<file path="src/rtl/hctbp_pkg.sv">
// Types and constants shared by the code table bit packer modules.
package hctbp_pkg;

  localparam int SYMBOL_COUNT_DEF = 256;
  localparam int MAX_CODE_LEN_DEF = 32;
  localparam int CODE_W = 32;
  localparam int LEN_W = 6;
  localparam int BYTE_W = 8;
  localparam int VBITS_W = 4;
  localparam int ACC_W = CODE_W + BYTE_W;
  localparam int CNT_W = 3;
  localparam int TOT_W = 6;
  localparam int NBYTES_W = 3;
  localparam logic [BYTE_W-1:0] FILL_BYTE = 8'hFF;

  typedef enum logic [1:0] {
    OP_CLEAR  = 2'd0,
    OP_WRITE  = 2'd1,
    OP_ENCODE = 2'd2,
    OP_FLUSH  = 2'd3
  } op_t;

  typedef enum logic [1:0] {
    ST_IDLE,
    ST_LOAD,
    ST_EMIT,
    ST_FLUSH
  } state_t;

  typedef struct packed {
    logic [1:0]        opcode;
    logic [7:0]        symbol;
    logic [CODE_W-1:0] code_bits;
    logic [LEN_W-1:0]  code_length;
  } item_t;

  typedef struct packed {
    logic [BYTE_W-1:0]  out_byte;
    logic [VBITS_W-1:0] valid_bits;
    logic               last;
  } result_t;

  typedef struct packed {
    logic table_clear;
    logic table_write;
    logic lookup;
    logic load;
    logic emit;
    logic commit;
    logic flush_out;
  } cmd_t;

  typedef struct packed {
    logic bytes_zero;
  } stat_t;

endpackage

</file>
<file path="src/rtl/hctbp_ctrl.sv">
// Controller state machine for the code table bit packer.
module hctbp_ctrl (
  input  logic                clk,
  input  logic                rst,
  input  logic                start,
  input  logic [1:0]          opcode,
  input  hctbp_pkg::stat_t    stat,
  output hctbp_pkg::cmd_t     cmd,
  output logic                busy
);

  hctbp_pkg::state_t state;
  hctbp_pkg::state_t state_next;
  hctbp_pkg::op_t    op;
  logic              take;

  assign op   = hctbp_pkg::op_t'(opcode);
  assign busy = (state != hctbp_pkg::ST_IDLE);
  assign take = start && (state == hctbp_pkg::ST_IDLE);

  always_ff @(posedge clk) begin
    if (rst) begin
      state <= hctbp_pkg::ST_IDLE;
    end else begin
      state <= state_next;
    end
  end

  always_comb begin
    state_next = state;
    case (state)
      hctbp_pkg::ST_IDLE: begin
        if (start) begin
          case (op)
            hctbp_pkg::OP_ENCODE: state_next = hctbp_pkg::ST_LOAD;
            hctbp_pkg::OP_FLUSH:  state_next = hctbp_pkg::ST_FLUSH;
            default:              state_next = hctbp_pkg::ST_IDLE;
          endcase
        end
      end
      hctbp_pkg::ST_LOAD:  state_next = hctbp_pkg::ST_EMIT;
      hctbp_pkg::ST_EMIT: begin
        if (stat.bytes_zero) begin
          state_next = hctbp_pkg::ST_IDLE;
        end
      end
      hctbp_pkg::ST_FLUSH: state_next = hctbp_pkg::ST_IDLE;
      default:             state_next = hctbp_pkg::ST_IDLE;
    endcase
  end

  always_comb begin
    cmd = '0;
    case (state)
      hctbp_pkg::ST_IDLE: begin
        cmd.table_clear = take && (op == hctbp_pkg::OP_CLEAR);
        cmd.table_write = take && (op == hctbp_pkg::OP_WRITE);
        cmd.lookup      = take && (op == hctbp_pkg::OP_ENCODE);
      end
      hctbp_pkg::ST_LOAD: cmd.load = 1'b1;
      hctbp_pkg::ST_EMIT: begin
        cmd.emit   = !stat.bytes_zero;
        cmd.commit = stat.bytes_zero;
      end
      hctbp_pkg::ST_FLUSH: cmd.flush_out = 1'b1;
      default: cmd = '0;
    endcase
  end

endmodule

</file>
<file path="config.mk">
export PLATFORM = sky130hd
export DESIGN_NAME = hctbp_ctrl
export DESIGN_NICKNAME = d
export VERILOG_FILES = /design/src/rtl/hctbp_pkg.sv /design/src/rtl/hctbp_ctrl.sv
export SDC_FILE = /design/constraint.sdc
export NUM_CORES = 1
export LEC_CHECK = 0
export BUFFER_PORTS_ARGS = -buffer_cell sky130_fd_sc_hd__buf_2
export CAP_MARGIN = 5
export CELL_PAD_IN_SITES_DETAIL_PLACEMENT = 2
export CELL_PAD_IN_SITES_GLOBAL_PLACEMENT = 2
export CORE_AREA = 2 2 39 41
export CTS_BUF_LIST = sky130_fd_sc_hd__clkbuf_4 sky130_fd_sc_hd__clkbuf_8
export CTS_CLUSTER_DIAMETER = 150
export DETAILED_ROUTE_END_ITERATION = 6
export DIE_AREA = 0 0 41 43
export MAX_ROUTING_LAYER = met4
export PLACE_DENSITY_LB_ADDON = 0.1
export SLEW_MARGIN = 10
export SYNTH_ARGS = -nofsm -noshare
export SYNTH_HDL_FRONTEND = slang
export SYNTH_SLANG_ARGS = --single-unit
</file>
<file path="constraint.sdc">
create_clock -name clk -period 1.7 [get_ports clk]
set_clock_uncertainty 0.15 [all_clocks]
set_input_delay 0.255 -clock clk [delete_from_list [all_inputs] [get_ports clk]]
set_output_delay 0.255 -clock clk [all_outputs]
set_load 0.02 [all_outputs]
</file>
==> results.rst <==
.. list-table::
   :header-rows: 1

   * - Metric
     - Value
   * - Beginning of the worst register-to-register path
     - state[0]$_SDFFE_PP0P_
   * - Crit path launch type
     - flop
   * - Clock tree from TritonCTS
     - done
   * - Row Count
     - 14
   * - Final critical delay including setup and external delays
     - 1590 ps
   * - Endpoint of the worst register-to-register path
     - state[0]$_SDFFE_PP0P_
   * - Met2 usage
     - 0.119
   * - Portion of the clock cycle consumed by the worst path in the final layout
     - 0.935
   * - Upper clock frequency limit
     - between 0.6 and 0.7 GHz
   * - Count of synthesis-stage warnings from yosys
     - 0
   * - Most frequent cells in the layout
     - buf_2, clkbuf_4, nor3_1, dfxtp_1
   * - Share of post-route cells with drive strength above 1
     - 0.656
   * - Number of placed I/O pins
     - 14
   * - Port bufs
     - 13
   * - Fin. max-slew vios
     - 0
   * - Overall routing resource usage
     - 0.0821
   * - Category of the most critical setup path
     - flop to output pin
   * - Initial Util
     - 0.108
   * - Weighted congestion reported at the end of routability-driven placement
     - about 0.57
   * - Number of clock sinks
     - 2
   * - Post-synthesis to final-layout area growth
     - 77.3%
   * - Setup tns final
     - 0 ps
   * - Transition time of the tightest slew-check pin
     - ~230 ps
   * - Total power divided by cell area
     - between 800 and 900 mW/mm2
   * - Number of antenna violations at the first check in global routing
     - 0
   * - Worst min-delay path startpoint
     - rst
   * - Register ranked first by flip-flop count
     - state
   * - Setup-failing EPs final
     - 0
   * - CP arrival
     - ~1200 ps
   * - FF-to-FF path depth
     - 3
   * - Leak pwr
     - 0.139 nW
   * - Detailed-placement wirelength estimate
     - around 470 um
   * - Detail-routed via count per cell
     - 3.90
   * - Antenna Violating Nets Remaining
     - 0
   * - Hold Path Class
     - input port to flop
   * - CP required
     - roughly 1300 ps
   * - Drt total wl
     - 526 um
   * - Setup repair after global routing missed its margin
     - false
   * - DRC violations left
     - 0
   * - Largest register FFs
     - 2
   * - Proportion of synthesized chip area in sequential cells
     - 0.269
   * - Length of the first detailed-routing pass in iterations
     - 1
   * - Num CTS Buffers
     - 3
   * - Minimum setup slack among reg-to-reg paths
     - ~660 ps
   * - Met1 GRT Util
     - 0.0860
   * - Fill cell instance count of the final layout
     - 180
   * - Max Buffers Root-to-Sink
     - 2
   * - Total gr overflow
     - 0
   * - Pre-CTS setup slack
     - about 260 ps
   * - Wire length of the first global-routing pass
     - ~890 um
   * - Detailed-route via count
     - 187
   * - GRT Max-Usage Layer
     - met2
   * - Worst slew margin relative to its limit
     - 0.848
   * - Net count of the mapped netlist
     - 22
   * - Most common cell after layout, fill and taps aside
     - buf_2
   * - Hold path depth
     - 2
   * - Number of max-capacitance violations reported
     - 0
   * - Per-cell routed wire length
     - 11.0 um
   * - Run status
     - finished, final reports clean
   * - Clk slew on worst S/H paths
     - roughly 30 ps
   * - Hold Crit Endpoint
     - state[1]$_SDFFE_PP0P_
   * - Final Hold Fails
     - 0
   * - Synthesized area per cell
     - ~9.3 um2
   * - Die outline area
     - 0.00176 mm2
   * - Met3 track demand over resource in global routing
     - 0.0157
   * - Count of antenna diodes in the layout
     - 0
   * - Number of global-route vias before repair
     - about 200
   * - Die X-Extent
     - about 41 um
   * - Number of unique standard cell types used by synthesis
     - 14
   * - Pin count of the biggest net entering global routing
     - 7
   * - Type of destination of the critical path
     - output pin
   * - Largest registers in the final layout
     - state x2
   * - Area of the core region
     - approximately 0.0014 mm2
   * - Vert. Die Dim
     - 43 um
   * - Detailed Route Iter0 Violations
     - 0
   * - Cell count after synthesis
     - 16
   * - Htree depth
     - 1
   * - Number of nets in the final layout
     - 40
   * - Clock tree root driver cell
     - clkbuf_4
   * - Flip-flop and latch count after synthesis
     - 2
   * - Worst VDD drop
     - approximately 0.15 mV
   * - Worst setup slack after layout
     - between 100 and 150 ps
   * - Clock latency at the later pin of the worst-skew pair
     - 220 ps
   * - Post-CTS Hold Fix Bufs
     - 0
   * - Peak fanout along the critical path
     - 6
   * - Post-synthesis instance area
     - around 150 um2
[through the flow]
step / util / instance area [um2] / hold WS [ps] / cells / power (mW)
floorplan: - / 149 / 178 / 16 / 0.0855
global placement: 0.169 / 234 / 294 / 45 / 0.109
detailed placement: 0.169 / 234 / 294 / 45 / 0.110
CTS: 0.185 / 256 / 63.4 / 48 / 0.217
global route: 0.191 / 264 / 66.2 / 48 / 0.232
finish: 0.191 / 264 / 69.4 / 48 / 0.213
[power by group]
group	switching, mW	internal (mW)
sequential	0.00548	0.0505
combinational	0.0326	0.0220
clock	0.0244	0.0777
[routing by layer]
metal | share of wire | wire, um
met4 | 0 | 0
met3 | 0.076 | 40
met2 | 0.53 | 278
met1 | 0.39 | 207
met5 | 0 | 0
[Yosys cell counts]
master    number  area (um2)
nand3_1        1        5.00
nor3_1         2        10.0
o21a_1         1        7.51
and4b_1        1        10.0
and2_2         1        7.51
nor2_2         1        6.26
inv_2          1        3.75
nor3b_1        1        7.51
and3b_2        1        10.0
a211oi_1       1        7.51
dfxtp_1        2        40.0
nor4b_4        1        23.8
nor2b_1        1        6.26
nand2_1        1        3.75
[worst max-delay path by stage]
| stage | endpoint | startpoint | cells after the start | slack, ps |
|---|---|---|---|---|
| detailed placement | cmd[6] | state[0]$_SDFFE_PP0P_ | 4 | 260 |
| CTS | cmd[6] | state[0]$_SDFFE_PP0P_ | 4 | 20 |
| global route | cmd[6] | state[0]$_SDFFE_PP0P_ | 4 | 10 |
| global placement | cmd[6] | state[0]$_SDFFE_PP0P_ | 4 | 300 |
| floorplan | cmd[4] | state[0]$_SDFFE_PP0P_ | 3 | 210 |
| finish | cmd[6] | state[0]$_SDFFE_PP0P_ | 4 | 110 |
[cell families after synthesis]
kind of cell	after synthesis	share of synthesized area
AND/OR/NAND/NOR	11	0.605
buffers and inverters	1	0.0252
flip-flops	2	0.269
AO/OA/AOI/OAI	2	0.101
[worst max-delay path, stage by stage (launching register included)]
cell	delay, ps
dfxtp_1	360
nor2_4	160
inv_2	80
nor4b_4	200
buf_4	170
[cell type report]
class / count / area (um2) / area share
clock buffer: 3 / 22.5 / 0.0853
inverter: 1 / 3.75 / 0.0142
multi-input combinational: 13 / 110 / 0.417
sequential: 2 / 40.0 / 0.152
tap: 16 / 20.0 / 0.0758
timing repair buffer: 13 / 67.6 / 0.256
[repair_timing]
| action | CTS | global route |
|---|---|---|
| setup buffers | 0 | 0 |
| endpoints found under the hold margin | 0 | 0 |
| resized for setup | 0 | 2 |
| setup endpoints to repair | 0 | 1 |
No activity file was read; power rests on OpenSTA's default activity.
